==> config.mk <==
export PLATFORM = sky130hd
export DESIGN_NAME = tmtw_front
export DESIGN_NICKNAME = d
export VERILOG_FILES = /design/src/tmtw_pkg.sv /design/src/tmtw_front.sv
export SDC_FILE = /design/constraint.sdc
export NUM_CORES = 1
export LEC_CHECK = 0
export BUFFER_PORTS_ARGS = -buffer_cell sky130_fd_sc_hd__buf_4
export CORE_AREA = 2 2 39 41
export DETAILED_ROUTE_END_ITERATION = 16
export DIE_AREA = 0 0 41 43
export GPL_TIMING_DRIVEN = 0
export PLACE_DENSITY = 0.69
export SLEW_MARGIN = 20
export SYNTH_ARGS = -nofsm -noshare
export SYNTH_HDL_FRONTEND = slang
export SYNTH_SLANG_ARGS = --single-unit
==> constraint.sdc <==
create_clock -name vclk -period 1.8
set_clock_uncertainty 0.05 [all_clocks]
set_input_delay 0.36 -clock vclk [all_inputs]
set_output_delay 0.36 -clock vclk [all_outputs]
set_load 0.02 [all_outputs]
==> src/tmtw_pkg.sv <==
`timescale 1ns / 1ps

package tmtw_pkg;

    localparam int COLUMNS_DEFAULT = 80;
    localparam int ROWS_DEFAULT    = 25;

    localparam int ACTION_W  = 2;
    localparam int CODE_W    = 8;
    localparam int INDEX_W   = 11;
    localparam int ROW_OUT_W = 5;
    localparam int COL_OUT_W = 7;
    localparam int CELL_W    = 16;
    localparam int COLOR_W   = 8;

    localparam int S_DATA_W = 24;
    localparam int M_DATA_W = 32;

    localparam logic [ACTION_W-1:0] ACT_PUT   = 2'd0;
    localparam logic [ACTION_W-1:0] ACT_CLEAR = 2'd1;
    localparam logic [ACTION_W-1:0] ACT_READ  = 2'd2;

    localparam logic [CODE_W-1:0] CODE_NEWLINE = 8'd10;
    localparam logic [CODE_W-1:0] CODE_RETURN  = 8'd13;
    localparam logic [CODE_W-1:0] CODE_TAB     = 8'd9;
    localparam logic [CODE_W-1:0] CODE_BLANK   = 8'h20;

    localparam logic [COLOR_W-1:0] RESET_COLOR = 8'h07;

    localparam int TAB_STEP    = 8;
    localparam int QUEUE_DEPTH = 2;

    typedef enum logic [2:0] {
        CMD_CHAR,
        CMD_NEWLINE,
        CMD_RETURN,
        CMD_TAB,
        CMD_CLEAR,
        CMD_READ,
        CMD_NOP
    } cmd_kind_t;

    typedef struct packed {
        cmd_kind_t           kind;
        logic [CODE_W-1:0]   code;
        logic [INDEX_W-1:0]  index;
    } cmd_t;

    typedef enum logic [2:0] {
        ST_FILL,
        ST_IDLE,
        ST_WRITE,
        ST_READ,
        ST_READ_WAIT
    } back_state_t;

endpackage

==> src/tmtw_front.sv <==
`timescale 1ns / 1ps

module tmtw_front #(
    parameter int COLUMNS = tmtw_pkg::COLUMNS_DEFAULT,
    parameter int ROWS    = tmtw_pkg::ROWS_DEFAULT
) (
    input  logic                            s_tvalid,
    output logic                            s_tready,
    input  logic [tmtw_pkg::S_DATA_W-1:0]   s_tdata,
    input  logic [tmtw_pkg::ACTION_W-1:0]   s_tuser,
    output logic                            push_valid,
    input  logic                            push_ready,
    output tmtw_pkg::cmd_t                  push_cmd
);
    import tmtw_pkg::*;

    localparam int CELLS = ROWS * COLUMNS;

    logic [CODE_W-1:0]  code;
    logic [INDEX_W-1:0] index;
    logic               in_range;

    assign code     = s_tdata[CODE_W-1:0];
    assign index    = s_tdata[CODE_W+INDEX_W-1:CODE_W];
    assign in_range = 32'(index) < 32'(CELLS);

    assign s_tready   = push_ready;
    assign push_valid = s_tvalid;

    always_comb
    begin
        push_cmd.code  = code;
        push_cmd.index = index;
        case (s_tuser)
            ACT_PUT:
            begin
                case (code)
                    CODE_NEWLINE: push_cmd.kind = CMD_NEWLINE;
                    CODE_RETURN:  push_cmd.kind = CMD_RETURN;
                    CODE_TAB:     push_cmd.kind = CMD_TAB;
                    default:      push_cmd.kind = CMD_CHAR;
                endcase
            end
            ACT_CLEAR: push_cmd.kind = CMD_CLEAR;
            // out-of-range reads report a zero cell, same as a no-op
            ACT_READ:  push_cmd.kind = in_range ? CMD_READ : CMD_NOP;
            default:   push_cmd.kind = CMD_NOP;
        endcase
    end

endmodule

# == Word-level counts from Yosys, hierarchy flattened ==
# Index checks and enable logic that the tools add are counted.
# totals
ff_bits,0
# classes
n_lt_le_gt_ge,1
eq_ne,5
n_reduce_logical,1
n_mux,3
# op_table
cell,count
8-bit by 4-bit equality test with 1-bit output (second input constant),3
11-bit less-than comparator (second input constant),1
3-bit one-hot mux with 3 select lines,1
2-bit one-hot mux with 3 select lines,1
2-bit by 1-bit equality test with 1-bit output (second input constant),1
2-bit equality test (second input constant),1
2-bit logical NOT,1
2-bit two-way mux,1

# == Longest topological paths before layout ==
# Gate-level depths: netlist (run 1).
# depth
depth_word,3
mapped_depth,3
mapped_depth_nobuf,3

# == Worst setup path before layout (run 1) ==
# No wires, ideal clock.
# synth_path
path_type,input to output
from,input port s_tuser[0] (netlist bit)
to,output port push_cmd[19] (netlist bit)
t_arrival_ns,1.240
path_stages,3
required_time_ns,1.390
slack_ns,0.150
path_buffers,0
path_cell_list,nor4b_4 > nand2_1 > o41ai_2
# synth_lines
item,line_no,rtl
start: declaration,tmtw_front.sv:10,"input logic [tmtw_pkg::ACTION_W-1:0] s_tuser,"
end: declaration,tmtw_front.sv:13,output tmtw_pkg::cmd_t push_cmd

==> qor.csv, run 1 <==
metric,value,unit
status,"finished, final reports clean",
Worst path slowest cell,o41ai_2,
synthesis-to-layout area growth,126,%
WHS Path Cells,2,
fin. max-slew vios,0,
clock power share,0,%
IO Pins,52,
crit end category,output port,
WHS Endpoint,push_cmd[0],
Power per Cell Area,277,nW/um2
final worst path period share,95.2,%
Port Buffers,41,
met1 usage,7.28,%
vias in the first global route,306,
initial core utilization,19.1,%
Reg power frac,0,%
All-Layer GR Usage,7.79,%
Total Wirelength,743,um
setup TNS,0,ns
Mapped Area,264,um2
RSZ-0062 raised after global routing,false,
Tmin final,1.71,ns
GR Util met2,16.9,%
seq_cells,0,
Max Cap Viol,0,
starting DRC count in detailed routing,0,
number of distinct library cells after synthesis,13,
Post-route DRC,0,
average size of a mapped cell,7.76,um2
first-pass GRT wire length,1060,um
Sw Share,42.4,%
critical path arrival,1.30,ns
Slew headroom,82.1,%
Comb power frac,100.0,%
Leak,0.336,nW
Fin. Hold Viols,0,
Worst Hold Class,primary input to output port,
largest net degree at the start of global routing,5,
Sw Pwr,0.0700,mW
"Top cell by count, worst path",buf_4,
Fillers,160,
"Seq/Total Area, Yosys",0,%
via count,346,
Rows,14,
Worst-Margin Slew,0.265,ns
RePlAce Congestion,0.584,
Worst Path Required,1.39,ns
detailed-route wire length per cell,8.16,um
Sequential Area,0,um2
Die ar.,1760,um2
Routed Antenna Nets,0,
gr busiest metal,met2,
Achievable Freq,584,MHz
routed vias/inst,3.80,
VDD IR-drop max,89.9,uV
"critical path, cell by cell",buf_4 > nor4b_4 > nand2_1 > o41ai_2 > buf_4,
# nets final,105,
Die W,41,um
Int Power,0.0951,mW
crit start category,primary input,
met3 Use GR,0.524,%
Antenna diodes,0,
GRT overflow,0,
crit path kind,primary input to output port,
Mapped Nets,62,
CP bufs+invs,2,
share of layout cells above drive strength 1,88.0,%
Synthesis Warnings,0,
max incr delay on CP,0.28,ns
Core Box Area,1380,um2
Final setup viols,0,
DIE HEIGHT,43,um
CP Max Fanout,2,
CP top delay family,simple AND/OR/NAND/NOR gates,
initial antenna violation count,0,
Hold Crit Start,s_tdata[8],
CLK BUF,0,
HPWL after DPL,731,um
Syn Inst Count,34,
Power Total,0.165,mW
Pre-antenna DRT Iters,1,
[worst max path at each step]
stage,from,to,cells after the start
final,s_tdata[5],push_cmd[19],5
after detailed placement,s_tuser[0],push_cmd[19],5
after global routing,s_tdata[5],push_cmd[19],5
after global placement,s_tuser[0],push_cmd[19],5
after CTS,s_tuser[0],push_cmd[19],5
after floorplan,s_tuser[0],push_cmd[19],3
[timing repair]
item / in CTS / in global routing
hold buffers: 0 / 0
endpoints found under the setup margin: 0 / 1
resized for setup: 0 / 1
setup buffers: 0 / 0
[area by class of cell]
cell class	instances	area, um2	share of cell area [%]
buffer	21	158	26.5
timing repair buffer	41	312	52.3
multi-input combinational	12	103	17.2
tap	16	20.0	3.36
inverter	1	3.75	0.630
[cells in the mapped netlist (all sizes together)]
cell / instances / area, um2
or2: 1 / 6.26
a41oi: 1 / 8.76
nor4b: 1 / 23.8
buf: 21 / 158
o41ai: 1 / 16.3
nor2b: 1 / 6.26
nor2: 1 / 3.75
and2b: 1 / 8.76
xnor2: 1 / 8.76
nand2: 1 / 3.75
o21ai: 2 / 10.0
inv: 1 / 3.75
nand4: 1 / 6.26
[logic make-up (layout without fill, tap and decap cells)]
group	count (synthesis)	in the layout	share of synthesized area, %
buffers and inverters	22	63	61.1
AND/OR/NAND/NOR	7	7	22.3
AO/OA/AOI/OAI	4	4	13.3
XOR/XNOR	1	1	3.32
[power by group through the flow]
stage / clock network (mW) / registers (mW) / logic [mW]
finish: 0 / 0 / 0.165
global route: 0 / 0 / 0.176
CTS: 0 / 0 / 0.167
detailed placement: 0 / 0 / 0.167
global placement: 0 / 0 / 0.164
floorplan: 0 / 0 / 0.0861
[cell usage in the layout, fill, tap and decap left out]
master    n
buf_4    61
o21ai_0   2
inv_1     1
nor2_1    1
nor4b_4   1
a41oi_1   1
nand4_1   1
and2b_2   1
nor2b_1   1
or2_2     1
nand2_1   1
xnor2_1   1
o41ai_2   1
buf_6     1
[metrics by stage]
step | utilization, % | area (um2) | hold WS (ns) | setup slack (ns) | cells
global placement | 42.8 | 592 | 0.867 | 0.0639 | 91
global route | 43.0 | 596 | 0.871 | 0.0133 | 91
finish | 43.0 | 596 | 0.866 | 0.0864 | 91
floorplan | - | 264 | 0.780 | 0.150 | 34
detailed placement | 42.8 | 592 | 0.867 | 0.0523 | 91
CTS | 42.8 | 592 | 0.867 | 0.0517 | 91
[per-layer routing]
| layer | wire, um | share of wire, % | up-vias |
|---|---|---|---|
| li1 | - | - | 175 |
| met1 | 219 | 29 | 141 |
| met2 | 392 | 53 | 30 |
| met3 | 132 | 18 | 0 |
| met4 | 0 | 0 | 0 |
| met5 | 0 | 0 | - |
Power figures use the tool's default switching activity.
==> run 2, diff against run 1 <==
PLACE_DENSITY = 0.66   (was 0.69)
REMOVE_ABC_BUFFERS = 1   (was default)
clock period = 2.2 ns   (was 1.8 ns; I/O delays follow)
==> run 2 against run 1 <==
Compared with the run above:
- non-clock buffer count decreased by 27
- global-route usage fell by 0.90 points
- critical path depth unchanged
- combinational power down 45%
- via count fell by 21%
- cell area fell by 35%
- first-iteration DRC count unchanged
- core utilization is 15 points lower
- worst setup slack improved by 0.23 ns
- wire length is 8.5% lower
- die area did not move
- clock-buffer cell count stayed put
- critical endpoint unchanged
- largest cell class unchanged
==> qor.csv, run 2 (same netlist as run 1, synthesis figures left out) <==
metric,value,unit,change
setup TNS,0,ns,unchanged
Sequential Area,0,um2,unchanged
CTS Hold Bufs,0,,unchanged
GRT overflow,0,,unchanged
critical path arrival,1.40,ns,+0.10 ns
Hold Crit Start,push_ready,,
Sw Pwr,0.0438,mW,-37%
fin. max-slew vios,0,,unchanged
VDD IR-drop max,48.2,uV,-46%
crit path kind,primary input to output port,,
Tmin final,1.89,ns,
seq_cells,0,,unchanged
Worst Setup EP,push_cmd[19],,
Leak,0.205,nW,-39%
area post-placement,389,um2,-34%
final cell count without fillers,64,,-30%
synthesis-to-layout area growth,47.4,%,
Fillers,154,,-3.8%
DIE HEIGHT,43,um,unchanged
RSZ-0062 raised after global routing,false,,
# nets final,78,,-26%
Post-Place Cells,64,,-30%
vias in the first global route,250,,-18%
HPWL after DPL,624,um,-15%
starting DRC count in detailed routing,0,,unchanged
status,"finished, final reports clean",,
Die ar.,1760,um2,unchanged
"commonest non-fill, non-tap cell in the layout",buf_4,,
initial antenna violation count,0,,unchanged
most frequent cells in the layout,"buf_4, o21ai_0",,
largest net degree at the start of global routing,5,,unchanged
share of layout cells above drive strength 1,81.3,%,-6.8 points
Core Box Area,1380,um2,unchanged
Die W,41,um,unchanged
final setup margin,0.314,ns,+0.228 ns
final worst path period share,85.7,%,
Total Wirelength,680,um,-8.5%
CLK BUF,0,,unchanged
Final setup viols,0,,unchanged
crit end category,output port,,
Fin. Hold Viols,0,,unchanged
Worst-Margin Slew,0.274,ns,+0.00819 ns
Antenna diodes,0,,unchanged
Sw Share,48.0,%,+5.6 points
Final Cell Area,389,um2,-35%
detailed-route wire length per cell,10.6,um,+30%
Max Cap Viol,0,,unchanged
Slew headroom,81.6,%,-0.55 points
Post-route DRC,0,,unchanged
Pre-antenna DRT Iters,1,,unchanged
crit start category,primary input,,
routed vias/inst,4.28,,+13%
Comb power frac,100.0,%,about the same
All-Layer GR Usage,6.89,%,-0.90 points
Reg power frac,0,%,unchanged
Int Power,0.0475,mW,-50%
via count,274,,-21%
Power per Cell Area,235,nW/um2,-15%
Worst Hold Class,primary input to output port,,
first-pass GRT wire length,890,um,-16%
Post CTS Setup Buffer Count,0,,unchanged
dpl ws,0.299,ns,+0.247 ns
PostCTS Resize Cnt,0,,unchanged
CP Max Fanout,3,,+1
Worst Setup SP,s_tuser[0],,
Achievable Freq,530,MHz,
Port Buffers,35,,-15%
IO Pins,52,,unchanged
RePlAce Congestion,0.623,,+6.6%
final core utilization,28.1,%,-15 points
Rows,14,,unchanged
Routed Antenna Nets,0,,unchanged
initial core utilization,19.1,%,unchanged
clock power share,0,%,unchanged
Worst Path Required,1.71,ns,+0.32 ns
## run 2: changes by cell type in the layout (fill, tap and decap cells not counted)
cell and change:
buf_4 -26, buf_6 -1
## run 2: worst max-delay path: stages
cell and delay (ns):
buf_4 0.12, nor4b_4 0.28, nand2_1 0.09, o41ai_2 0.27, buf_4 0.19
## run 2: layer usage
metal | track usage (%) | vias to the layer above | share of wire [%]
met5 | 0 | - | 0
met2 | 12.5 | 41 | 48
met1 | 6.01 | 113 | 28
met4 | 0 | 0 | 0
met3 | 5.24 | 0 | 25
li1 | - | 120 | -
## run 2: worst min path at each step
stage | endpoint | cells past startpoint | slack [ns]
floorplan | push_cmd[0] | 0 | 0.83
global placement | push_cmd[2] | 0 | 0.83
detailed placement | push_cmd[2] | 0 | 0.83
CTS | push_cmd[2] | 0 | 0.83
global route | push_cmd[2] | 0 | 0.83
finish | s_tready | 0 | 0.83
## run 2: area by class of cell
| type | count | area, um2 | share of cell area [%] |
|---|---|---|---|
| Timing Repair Buffer | 35 | 263 | 67.5 |
| Multi-Input combinational cell | 12 | 103 | 26.4 |
| Tap cell | 16 | 20.0 | 5.14 |
| Inverter | 1 | 3.75 | 0.965 |
## run 2: per-stage QoR
step / power, mW / hold WS [ns]
floorplan: 0.0147 / 0.830
global placement: 0.0909 / 0.830
detailed placement: 0.0921 / 0.830
CTS: 0.0923 / 0.830
global route: 0.0972 / 0.830
finish: 0.0913 / 0.830
## run 2: power by group through the flow
stage	Combinational, mW	Sequential (mW)	Clock (mW)
6_report	0.0913	0	0
5_1_grt	0.0972	0	0
4_1_cts	0.0923	0	0
3_5_place_dp	0.0921	0	0
3_3_place_gp	0.0909	0	0
2_1_floorplan	0.0147	0	0
