[config.mk]
export PLATFORM = sky130hd
export DESIGN_NAME = tmtw_queue
export DESIGN_NICKNAME = d
export VERILOG_FILES = /design/src/tmtw_pkg.sv /design/src/tmtw_queue.sv
export SDC_FILE = /design/constraint.sdc
export NUM_CORES = 1
export LEC_CHECK = 0
export BUFFER_PORTS_ARGS = -buffer_cell sky130_fd_sc_hd__buf_2
export CAP_MARGIN = 10
export CORE_MARGIN = 3
export CORE_UTILIZATION = 35
export DETAILED_ROUTE_END_ITERATION = 10
export SLEW_MARGIN = 10
export SYNTH_ARGS = -nofsm -noshare
export SYNTH_HDL_FRONTEND = slang
export SYNTH_SLANG_ARGS = --single-unit
[constraint.sdc]
create_clock -name clk -period 4.1 [get_ports clk]
set_input_delay 0.615 -clock clk [delete_from_list [all_inputs] [get_ports clk]]
set_output_delay 0.615 -clock clk [all_outputs]
set_load 0.005 [all_outputs]
[src/tmtw_pkg.sv]
`timescale 1ns / 1ps

package tmtw_pkg;

    localparam int COLUMNS_DEFAULT = 80;
    localparam int ROWS_DEFAULT    = 25;

    localparam int ACTION_W  = 2;
    localparam int CODE_W    = 8;
    localparam int INDEX_W   = 11;
    localparam int ROW_OUT_W = 5;
    localparam int COL_OUT_W = 7;
    localparam int CELL_W    = 16;
    localparam int COLOR_W   = 8;

    localparam int S_DATA_W = 24;
    localparam int M_DATA_W = 32;

    localparam logic [ACTION_W-1:0] ACT_PUT   = 2'd0;
    localparam logic [ACTION_W-1:0] ACT_CLEAR = 2'd1;
    localparam logic [ACTION_W-1:0] ACT_READ  = 2'd2;

    localparam logic [CODE_W-1:0] CODE_NEWLINE = 8'd10;
    localparam logic [CODE_W-1:0] CODE_RETURN  = 8'd13;
    localparam logic [CODE_W-1:0] CODE_TAB     = 8'd9;
    localparam logic [CODE_W-1:0] CODE_BLANK   = 8'h20;

    localparam logic [COLOR_W-1:0] RESET_COLOR = 8'h07;

    localparam int TAB_STEP    = 8;
    localparam int QUEUE_DEPTH = 2;

    typedef enum logic [2:0] {
        CMD_CHAR,
        CMD_NEWLINE,
        CMD_RETURN,
        CMD_TAB,
        CMD_CLEAR,
        CMD_READ,
        CMD_NOP
    } cmd_kind_t;

    typedef struct packed {
        cmd_kind_t           kind;
        logic [CODE_W-1:0]   code;
        logic [INDEX_W-1:0]  index;
    } cmd_t;

    typedef enum logic [2:0] {
        ST_FILL,
        ST_IDLE,
        ST_WRITE,
        ST_READ,
        ST_READ_WAIT
    } back_state_t;

endpackage

[src/tmtw_queue.sv]
`timescale 1ns / 1ps

module tmtw_queue (
    input  logic            clk,
    input  logic            rst_n,
    input  logic            push_valid,
    output logic            push_ready,
    input  tmtw_pkg::cmd_t  push_cmd,
    output logic            pop_valid,
    input  logic            pop_ready,
    output tmtw_pkg::cmd_t  pop_cmd
);
    import tmtw_pkg::*;

    localparam int PTR_W = (QUEUE_DEPTH > 1) ? $clog2(QUEUE_DEPTH) : 1;
    localparam int CNT_W = $clog2(QUEUE_DEPTH + 1);
    localparam logic [PTR_W-1:0] LAST_PTR = PTR_W'(QUEUE_DEPTH - 1);
    localparam logic [CNT_W-1:0] FULL_CNT = CNT_W'(QUEUE_DEPTH);

    cmd_t             slot_reg [QUEUE_DEPTH];
    logic [PTR_W-1:0] wr_ptr_reg;
    logic [PTR_W-1:0] wr_ptr_next;
    logic [PTR_W-1:0] rd_ptr_reg;
    logic [PTR_W-1:0] rd_ptr_next;
    logic [CNT_W-1:0] count_reg;
    logic [CNT_W-1:0] count_next;
    logic             do_push;
    logic             do_pop;

    assign push_ready = count_reg != FULL_CNT;
    assign pop_valid  = count_reg != '0;
    assign pop_cmd    = slot_reg[rd_ptr_reg];
    assign do_push    = push_valid && push_ready;
    assign do_pop     = pop_valid && pop_ready;

    always_comb
    begin
        wr_ptr_next = wr_ptr_reg;
        rd_ptr_next = rd_ptr_reg;
        count_next  = count_reg;
        if (do_push)
        begin
            wr_ptr_next = (wr_ptr_reg == LAST_PTR) ? '0 : wr_ptr_reg + 1'b1;
        end
        if (do_pop)
        begin
            rd_ptr_next = (rd_ptr_reg == LAST_PTR) ? '0 : rd_ptr_reg + 1'b1;
        end
        if (do_push && !do_pop)
        begin
            count_next = count_reg + 1'b1;
        end
        else if (do_pop && !do_push)
        begin
            count_next = count_reg - 1'b1;
        end
    end

    always_ff @(posedge clk or negedge rst_n)
    begin
        if (!rst_n)
        begin
            wr_ptr_reg <= '0;
            rd_ptr_reg <= '0;
            count_reg  <= '0;
        end
        else
        begin
            wr_ptr_reg <= wr_ptr_next;
            rd_ptr_reg <= rd_ptr_next;
            count_reg  <= count_next;
        end
    end

    always_ff @(posedge clk)
    begin
        if (do_push)
        begin
            slot_reg[wr_ptr_reg] <= push_cmd;
        end
    end

endmodule

### Word level (Yosys, flattened, before mapping)

Memory sizes are Yosys's and may differ from the RTL's.
Index checks and enable logic that the tools add are counted.

* register bits: 4
* bits in writable memories: 44
* input port bits: 26
* word-level logic and storage cells: 23
* memories kept: 1

* add/sub/neg operators: 4
* equal/unequal tests: 1
* muxes and demuxes: 6
* reductions and logical operators: 8

Memory list
* slot_reg: depth 2, bits a word 22, read ports 1, clocked after Yosys merged registers in 0, wr ports 1, RTL line tmtw_queue.sv:20 `cmd_t slot_reg [QUEUE_DEPTH];`

Operators with widths (count)
* $logic_and A1 B1 Y1: 4
* $mux W1: 4
* $mux W2: 2
* $reduce_bool A2 Y1: 2
* $add A1 B1 Y1 const B: 2
* $add A2 B1 Y2 const B: 1
* $logic_not A1 Y1: 2
* $ne A2 B2 Y1 const B: 1
* $sub A2 B1 Y2 const B: 1

### Logic depth before layout (Yosys ltp)

Gate-level depths: netlist of the first run.

* depth after elaboration: 6
* depth in mapped cells: 7
* gate-level depth less buffers: 7

### Worst setup path before layout of the first run

OpenSTA, ideal clock, no wires.

* path kind: in2reg
* from: input push_valid
* to: memory slot_reg[0][0] in the netlist's numbering, enable pin
* library setup time: 401 ps
* arrival time: 1646 ps
* setup slack: 2053 ps
* stages on the path: 2
* path buffers: 0
* path through: nand2_1 > nor2_1

* cells in the longest elaborated chain, start to end: 3

Ends and longest elaborated chain
* start, declared: RTL line tmtw_queue.sv:6 `input logic push_valid,`
* $logic_and A1 B1 Y1: RTL line tmtw_queue.sv:33 `assign do_push = push_valid && push_ready;`
* $mux W1: RTL line tmtw_queue.sv:77 `if (do_push)`
* $mux W1 (not written as such): RTL line tmtw_queue.sv:79 `slot_reg[wr_ptr_reg] <= push_cmd;`
* end, declared: RTL line tmtw_queue.sv:20

No other way between the ends.

==> results of run 1 <==
[per-layer routing]
layer | track usage, % | vias up | part of all wire [%]
met1 | 10.9 | 444 | 41
met2 | 17.1 | 38 | 50
met3 | 3.94 | 5 | 7.2
li1 | - | 436 | -
met4 | 4.27 | 0 | 1.5
met5 | 0 | - | 0
[metrics by stage]
stage | total power (uW) | instances | setup WS [ns] | cell area (sq um)
2_1_floorplan | 1010 | 86 | 2.05 | 1790
4_1_cts | 1440 | 208 | 1.57 | 2180
3_5_place_dp | 1170 | 200 | 1.91 | 2100
6_report | 1410 | 209 | 1.64 | 2200
3_3_place_gp | 1150 | 200 | 1.91 | 2100
5_1_grt | 1500 | 209 | 1.49 | 2200
[placed cells by master, fill, tap and decap left out]
cell,count
and3_1,1
mux2_2,22
clkinvlp_4,2
buf_2,49
clkinv_1,1
nand2b_1,1
edfxtp_1,44
nand2_2,1
xnor2_1,3
dfrtp_1,4
clkbuf_8,5
inv_1,1
nor2_2,1
nor2_1,1
ha_1,1
xor2_1,2
buf_6,1
or2_1,1
nand2_1,1
[final cells by class]
| type | instances | area (sq um) | share of cell area (%) |
|---|---|---|---|
| inverter | 1 | 3.75 | 0.171 |
| tap | 67 | 83.8 | 3.82 |
| clock inverter | 3 | 18.8 | 0.855 |
| multi-input combinational | 35 | 343 | 15.6 |
| sequential | 48 | 1420 | 64.7 |
| timing repair buffer | 50 | 256 | 11.7 |
| clock buffer | 5 | 68.8 | 3.13 |
[how the worst max path moves through the flow]
stage | from | end | slack [ns] | cells past startpoint
after floorplan | push_valid | slot_reg[0][0]$_DFFE_PP_ | 2.05 | 2
after global placement | rd_ptr_reg$_DFFE_PN0P_ | pop_cmd[13] | 1.91 | 2
after detailed placement | rd_ptr_reg$_DFFE_PN0P_ | pop_cmd[13] | 1.91 | 2
after CTS | rd_ptr_reg$_DFFE_PN0P_ | pop_cmd[13] | 1.57 | 2
after global routing | rd_ptr_reg$_DFFE_PN0P_ | pop_cmd[18] | 1.49 | 2
final | rd_ptr_reg$_DFFE_PN0P_ | pop_cmd[13] | 1.64 | 2
[cells by family after synthesis]
logic type,count (synthesis)
mux,22
xor+xnor,5
flops,48
simple gates,7
fa+ha+maj,1
buf+inv,3
[power by group through the flow]
stage                     Combinational, uW  Sequential, uW  Clock (uW)
final                                   394             753         266
after global routing                    430             773         294
after CTS                               398             760         277
after detailed placement                397             770           0
after global placement                  390             763           0
after floorplan                         288             718           0
==> results.json, run 1 <==
{
  "status": "finished clean",
  "antenna_left": 0,
  "synth_common_cells": "44 x edfxtp_1, 22 x mux2_2, 4 x dfrtp_1",
  "synth-compound-area-share_pct": 0,
  "rows": 25,
  "reg2regPathDepth": 2,
  "max_slew_margin_pct": 28.8,
  "crit_arrival_ns": 1.85,
  "clk_pin_slew_ns": 0.08,
  "grt_overflow": 0,
  "ys_types": 14,
  "synthArstFlopShare_pct": 8.33,
  "coreArea_sq_mm": 0.00482,
  "synth_edf_count": 44,
  "setup_tns_ns": 0,
  "synth_top_flop_cell": "edfxtp_1",
  "finalSetupViolations": 0,
  "synth_xor_area_share_pct": 2.45,
  "hold_viol": 0,
  "syn_area_per_cell_sq_um": 20.8,
  "cts.repair.resized": 0,
  "yosysMostFrequentCell": "edfxtp_1",
  "drt-wirelength-per-cell_um": 13.9,
  "synth_top_family_by_area": "multiplexers",
  "worstMarginPinSlew_ns": 1.07,
  "synth_fp_nets": 113,
  "p_leak_uw": 0.000827,
  "via_per_inst": 4.42,
  "syn-cell-area_sq_mm": 0.00179,
  "finalCritPeriodShare_pct": 60.0,
  "cts_tree": "yes",
  "cp-end-kind": "output pin",
  "synth_area_leaders": "edfxtp_1 74%, mux2_2 14%, dfrtp_1 5.6%, xnor2_1 1.5%, buf_6 1.3%",
  "clock_sinks": 48,
  "cts_setup_buffers": 0,
  "fillers": 466,
  "io_pins": 50,
  "synthAdderAreaFrac_pct": 0.700,
  "p_comb_share_pct": 27.9,
  "grt_usage_pct": 9.96,
  "muxShareOfSynthArea_pct": 13.9,
  "p_int_uw": 1020,
  "cap_violations": 0,
  "slew_violations": 0,
  "n_antenna_cell": 0,
  "area_growth_pct": 22.8,
  "yosys_warnings": 0,
  "first_pass_iters": 3,
  "grt_pass1_vias": 1010,
  "die_height_um": 77.5,
  "worst_ep_required_time_ns": 3.48,
  "ys_seq_elements": 48,
  "antenna_found_initial": 0,
  "hpwl_um": 1970,
  "pwr-share-seq_pct": 53.3,
  "initial_utilization_pct": 37.1,
  "crit_path_cell_trace": "mux2_2 -> buf_2",
  "ctsHoldBuffers": 0,
  "final_nets": 168,
  "routed_wl_um": 2910,
  "critPathTopFamily": "flip-flops",
  "p_per_area_mw_per_mm2": 644,
  "r2r-start": "count_reg[0]$_DFFE_PN0P_",
  "slowest_stage": "dfrtp_1",
  "switchingPower_uw": 398,
  "dieArea_sq_mm": 0.00600,
  "r2r_slack_ns": 2.26,
  "synthCells": 86,
  "synth-seq-area-share_pct": 79.5,
  "critPathMaxFanout": 23,
  "yosys.area_share.simple_pct": 2.03,
  "grt_max_degree": 24,
  "holdWs_ns": 0.115,
  "critical_path_class": "flip-flop to output pin",
  "first_iter_violations": 11,
  "routed-via-count": 923,
  "synth_top_area_share_pct": 73.9,
  "fin_skew_ns": 0.00586,
  "power_switching_share_pct": 28.2,
  "max_stage_delay_ns": 0.99,
  "die_w_um": 77.5,
  "root_buffer": "clkbuf_8",
  "synth_top_cell_by_area": "edfxtp_1",
  "clockPowerShare_pct": 18.8,
  "place_congestion": 0.670,
  "peakVddDrop_uv": 372,
  "reg2reg_to": "slot_reg[1][4]$_DFFE_PP_",
  "insertion_delay_ns": 0.29,
  "worst_setup_path_start_kind": "flip-flop",
  "rsz0062_at_grt": "no",
  "max_freq_mhz": 406,
  "largest_reg_flops": 44,
  "htreeDepth": 2,
  "grt_pass1_wl_um": 4570,
  "route.detailed.drc": 0,
  "port_buffers": 49,
  "min_path_type": "input port to asynchronous set/reset pin",
  "final_util_pct": 45.6,
  "clockBufferDepth": 2,
  "crit_buf_inv": 1,
  "final.min_clock_period_ns": 2.46,
  "drive_above_1_share_pct": 57.0,
  "cts_buffers": 5
}
(Power assumes the default switching activity.)
==> inputs of run 2 (changes only) <==
==> constraint.sdc (replaced) <==
create_clock -name clk -period 2.5 [get_ports clk]
set_input_delay 0.375 -clock clk [delete_from_list [all_inputs] [get_ports clk]]
set_output_delay 0.375 -clock clk [all_outputs]
set_load 0.005 [all_outputs]
==> results.json, run 2 (same netlist as run 1, synthesis figures left out) <==
{
  "port_buffers": 49,
  "route.detailed.drc": 0,
  "p_int_uw": 1680,
  "clk_pin_slew_ns": 0.09,
  "cap_violations": 0,
  "status": "finished clean",
  "max_freq_mhz": 506,
  "rsz0062_at_grt": "no",
  "routed_wl_um": 2990,
  "critical_path_class": "flip-flop to output pin",
  "dieArea_sq_mm": 0.00600,
  "crit_arrival_ns": 1.60,
  "power_uw": 2340,
  "final.min_clock_period_ns": 1.98,
  "design_area_sq_mm": 0.00222,
  "antenna_left": 0,
  "cts_buffers": 5,
  "clockPowerShare_pct": 18.8,
  "pwr-share-seq_pct": 50.3,
  "grt_pass1_wl_um": 4660,
  "rows": 25,
  "routed-via-count": 930,
  "io_pins": 50,
  "n_antenna_cell": 0,
  "coreArea_sq_mm": 0.00482,
  "grt_max_degree": 19,
  "die_height_um": 77.5,
  "final_nets": 172,
  "die_w_um": 77.5,
  "worst_setup_path_start_kind": "flip-flop",
  "slew_violations": 0,
  "finalSetupViolations": 0,
  "grt_usage_pct": 10.1,
  "worstMarginPinSlew_ns": 0.476,
  "setup_tns_ns": 0,
  "drive_above_1_share_pct": 58.2,
  "p_per_area_mw_per_mm2": 1050,
  "place_congestion": 0.667,
  "antenna_found_initial": 0,
  "grt_pass1_vias": 999,
  "drt-wirelength-per-cell_um": 14.1,
  "grt_overflow": 0,
  "final_common_cell": "buf_2",
  "root_buffer": "clkbuf_8",
  "cts_tree": "yes",
  "initial_utilization_pct": 37.1,
  "htreeDepth": 2,
  "via_per_inst": 4.37,
  "min_path_type": "input port to flip-flop",
  "clockBufferDepth": 2,
  "power_switching_share_pct": 28.1,
  "cp-end-kind": "output pin",
  "placed_cell_area_sq_mm": 0.00213,
  "finalCritPeriodShare_pct": 79.0,
  "largest_reg_flops": 44,
  "first_pass_iters": 2,
  "fin_skew_ns": 0.00742,
  "peakVddDrop_uv": 555,
  "switchingPower_uw": 659,
  "first_iter_violations": 41,
  "insertion_delay_ns": 0.29,
  "worst_ep_required_time_ns": 2.12,
  "clock_sinks": 48,
  "max_slew_margin_pct": 68.2,
  "area_growth_pct": 24.4,
  "p_comb_share_pct": 30.9,
  "layout_common_cells": "49 x buf_2, 44 x edfxtp_1, 22 x mux2_2, 5 x clkbuf_8",
  "hpwl_um": 2170,
  "p_leak_uw": 0.000856,
  "critPathMaxFanout": 18,
  "hold_viol": 0
}
run 2: cell types whose count changed in the layout (fill, tap and decap cells not counted), sizes merged:
cell | previous run | this run
dlygate4sd3 | 0 | 1
buf | 50 | 53
clkinv | 1 | 3
clkinvlp | 2 | 0
run 2: timing repair:
item / in CTS / in global routing
endpoints found under the hold margin: 4 / 0
buffers inserted: 0 / 0
hold buffers: 1 / 0
gates resized for setup: 0 / 0
run 2: power by group through the flow:
stage          sequential [uW]  combinational, uW  clock [uW]
2_1_floorplan             1180                472           0
6_report                  1180                724         441
5_1_grt                   1200                795         496
3_3_place_gp              1190                733           0
4_1_cts                   1180                752         461
3_5_place_dp              1200                746           0
run 2: path summary, 6_finish.rpt:
path                       slack (ns)  cells past startpoint                      from                   endpoint
max in group asynchronous        1.97                      2                     rst_n     wr_ptr_reg$_DFFE_PN0P_
min reg2reg                      0.50                      1  count_reg[1]$_DFFE_PN0P_   count_reg[1]$_DFFE_PN0P_
min in group asynchronous        0.40                      2                     rst_n   count_reg[0]$_DFFE_PN0P_
max                              0.52                      3    rd_ptr_reg$_DFFE_PN0P_                pop_cmd[18]
max reg2reg                      0.83                      3  count_reg[0]$_DFFE_PN0P_   slot_reg[1][9]$_DFFE_PP_
min                              0.27                      1              push_cmd[15]  slot_reg[0][15]$_DFFE_PP_
run 2: per-stage QoR:
step | utilization, % | setup slack (ns) | instances | hold WS [ns]
2_1_floorplan | - | 0.508 | 86 | 0.0794
3_3_place_gp | 44.2 | 0.846 | 204 | 0.186
3_5_place_dp | 44.2 | 0.799 | 204 | 0.191
4_1_cts | 46.2 | 0.487 | 213 | 0.255
5_1_grt | 46.2 | 0.419 | 213 | 0.243
6_report | 46.2 | 0.524 | 213 | 0.265
run 2: cell type report:
class	count	area [sq um]
clock buffers	5	68.8
clock inverters	3	18.8
fillers	455	2590
inverters	1	3.75
multi-input cells	35	343
flip-flops and latches	48	1420
well taps	67	83.8
repair buffers	54	285
run 2: per-layer routing:
layer / wire length (um) / GRT usage [%]
met3: 208 / 4.29
met2: 1470 / 16.8
met4: 23 / 3.20
met5: 0 / 0
met1: 1290 / 11.8
run 2: critical path, cell delays in order (launching register included):
cell	delay, ns
dfrtp_1	0.48
buf_4	0.32
mux2_2	0.38
buf_2	0.13
==> inputs of run 3 (changes only) <==
==> constraint.sdc (replaced) <==
create_clock -name clk -period 1.9 [get_ports clk]
set_input_delay 0.285 -clock clk [delete_from_list [all_inputs] [get_ports clk]]
set_output_delay 0.285 -clock clk [all_outputs]
set_load 0.005 [all_outputs]
==> results.json, run 3 (same netlist as run 1, synthesis figures left out) <==
{
  "max_slew_margin_pct": 89.3,
  "port_buffers": 49,
  "setup_tns_ns": 0,
  "placed_cell_area_sq_mm": 0.00214,
  "largest_reg_flops": 44,
  "first_iter_violations": 18,
  "min_path_type": "input port to flip-flop",
  "grt_usage_pct": 10.8,
  "grt_pass1_wl_um": 4890,
  "clockBufferDepth": 2,
  "clock_sinks": 48,
  "crit_arrival_ns": 1.34,
  "routed-via-count": 952,
  "cts_setup_buffers": 0,
  "cts.repair.resized": 0,
  "peakVddDrop_uv": 550,
  "finalCritPeriodShare_pct": 85.6,
  "p_per_area_mw_per_mm2": 1430,
  "cap_violations": 0,
  "die_height_um": 77.5,
  "max_stage_delay_ns": 0.37,
  "cts_tree": "yes",
  "crit_buf_inv": 2,
  "layout_common_cells": "49 x buf_2, 44 x edfxtp_1, 22 x mux2_2, 6 x buf_4, 5 x clkbuf_8",
  "place_ws_ns": 0.412,
  "critical_path_class": "flip-flop to output pin",
  "rsz0062_at_grt": "no",
  "place_congestion": 0.662,
  "status": "finished clean",
  "first_pass_iters": 4,
  "grt_overflow": 0,
  "design_area_sq_mm": 0.00226,
  "fin_skew_ns": 0.00579,
  "grt_max_degree": 15,
  "crit_path_cell_trace": "buf_4 -> mux2_2 -> buf_2",
  "finalSetupViolations": 0,
  "area_growth_pct": 26.4,
  "worstMarginPinSlew_ns": 0.161,
  "layout_setup_ws_ns": 0.274,
  "via_per_inst": 4.43,
  "rows": 25,
  "route.detailed.drc": 0,
  "p_leak_uw": 0.000873,
  "initial_utilization_pct": 37.1,
  "slew_violations": 0,
  "coreArea_sq_mm": 0.00482,
  "drive_above_1_share_pct": 58.1,
  "slowest_stage": "mux2_2",
  "drt-wirelength-per-cell_um": 14.0,
  "insertion_delay_ns": 0.29,
  "htreeDepth": 2,
  "cp-end-kind": "output pin",
  "antenna_found_initial": 0,
  "worst_setup_path_start_kind": "flip-flop",
  "root_buffer": "clkbuf_8",
  "clk_pin_slew_ns": 0.08,
  "cts_buffers": 5,
  "antenna_left": 0,
  "final_nets": 174,
  "hpwl_um": 2220,
  "routed_wl_um": 3020,
  "io_pins": 50,
  "die_w_um": 77.5,
  "dieArea_sq_mm": 0.00600,
  "grt_pass1_vias": 1036,
  "n_antenna_cell": 0,
  "hold_viol": 0,
  "worst_ep_required_time_ns": 1.62,
  "final.min_clock_period_ns": 1.63,
  "max_freq_mhz": 615,
  "final_common_cell": "buf_2",
  "critPathMaxFanout": 12,
  "critPathTopFamily": "multiplexers"
}
run 3: what timing repair did:
action                                  CTS  global route
hold buffers                              1             0
endpoints found under the setup margin    0             0
hold endpoints to repair                  4             0
run 3: final timing paths:
path | startpoint | end | slack, ns | depth (start not counted)
setup / recovery | rd_ptr_reg$_DFFE_PN0P_ | pop_cmd[21] | 0.27 | 3
min in group asynchronous | rst_n | count_reg[0]$_DFFE_PN0P_ | 0.32 | 2
hold reg to reg | count_reg[1]$_DFFE_PN0P_ | count_reg[1]$_DFFE_PN0P_ | 0.51 | 1
hold / removal | push_cmd[5] | slot_reg[0][5]$_DFFE_PP_ | 0.18 | 1
max in group asynchronous | rst_n | rd_ptr_reg$_DFFE_PN0P_ | 1.45 | 2
setup reg to reg | count_reg[0]$_DFFE_PN0P_ | count_reg[1]$_DFFE_PN0P_ | 0.41 | 7
run 3: metrics by stage:
stage          utilization [%]  hold slack, ns  total power, uW  instances
2_1_floorplan                -         -0.0106             2170         86
5_1_grt                   46.9           0.158             3440        215
6_report                  46.9           0.176             3240        215
3_5_place_dp              44.5           0.100             2590        206
4_1_cts                   46.9           0.165             3310        215
3_3_place_gp              44.5          0.0944             2560        206
run 3: layout make-up:
class | instances | area (sq um)
Sequential cell | 48 | 1420
Timing Repair Buffer | 56 | 300
Clock inverter | 2 | 35.0
Fill cell | 452 | 2560
Inverter | 1 | 3.75
Clock buffer | 6 | 72.6
Multi-Input combinational cell | 35 | 343
Tap cell | 67 | 83.8
run 3: metal layers:
metal	track usage, %	vias up	wire length (um)
met1	12.9	457	1230
met3	4.06	4	240
li1	-	447	-
met5	0	-	0
met2	18.0	44	1510
met4	3.20	0	31
run 3: power by group:
part	internal [uW]	switching [uW]
registers	1450	79.3
logic	531	475
clock network	390	309
total	2370	863
run 3: worst reg2reg max path: cells and delay by family, from the launching register on:
kind,cells,cell delay (ns)
AND/OR/NAND/NOR,3,0.44
flip-flops,1,0.43
XOR/XNOR,2,0.29
adder cells (fa/ha/maj),1,0.21
buffers and inverters,1,0.06
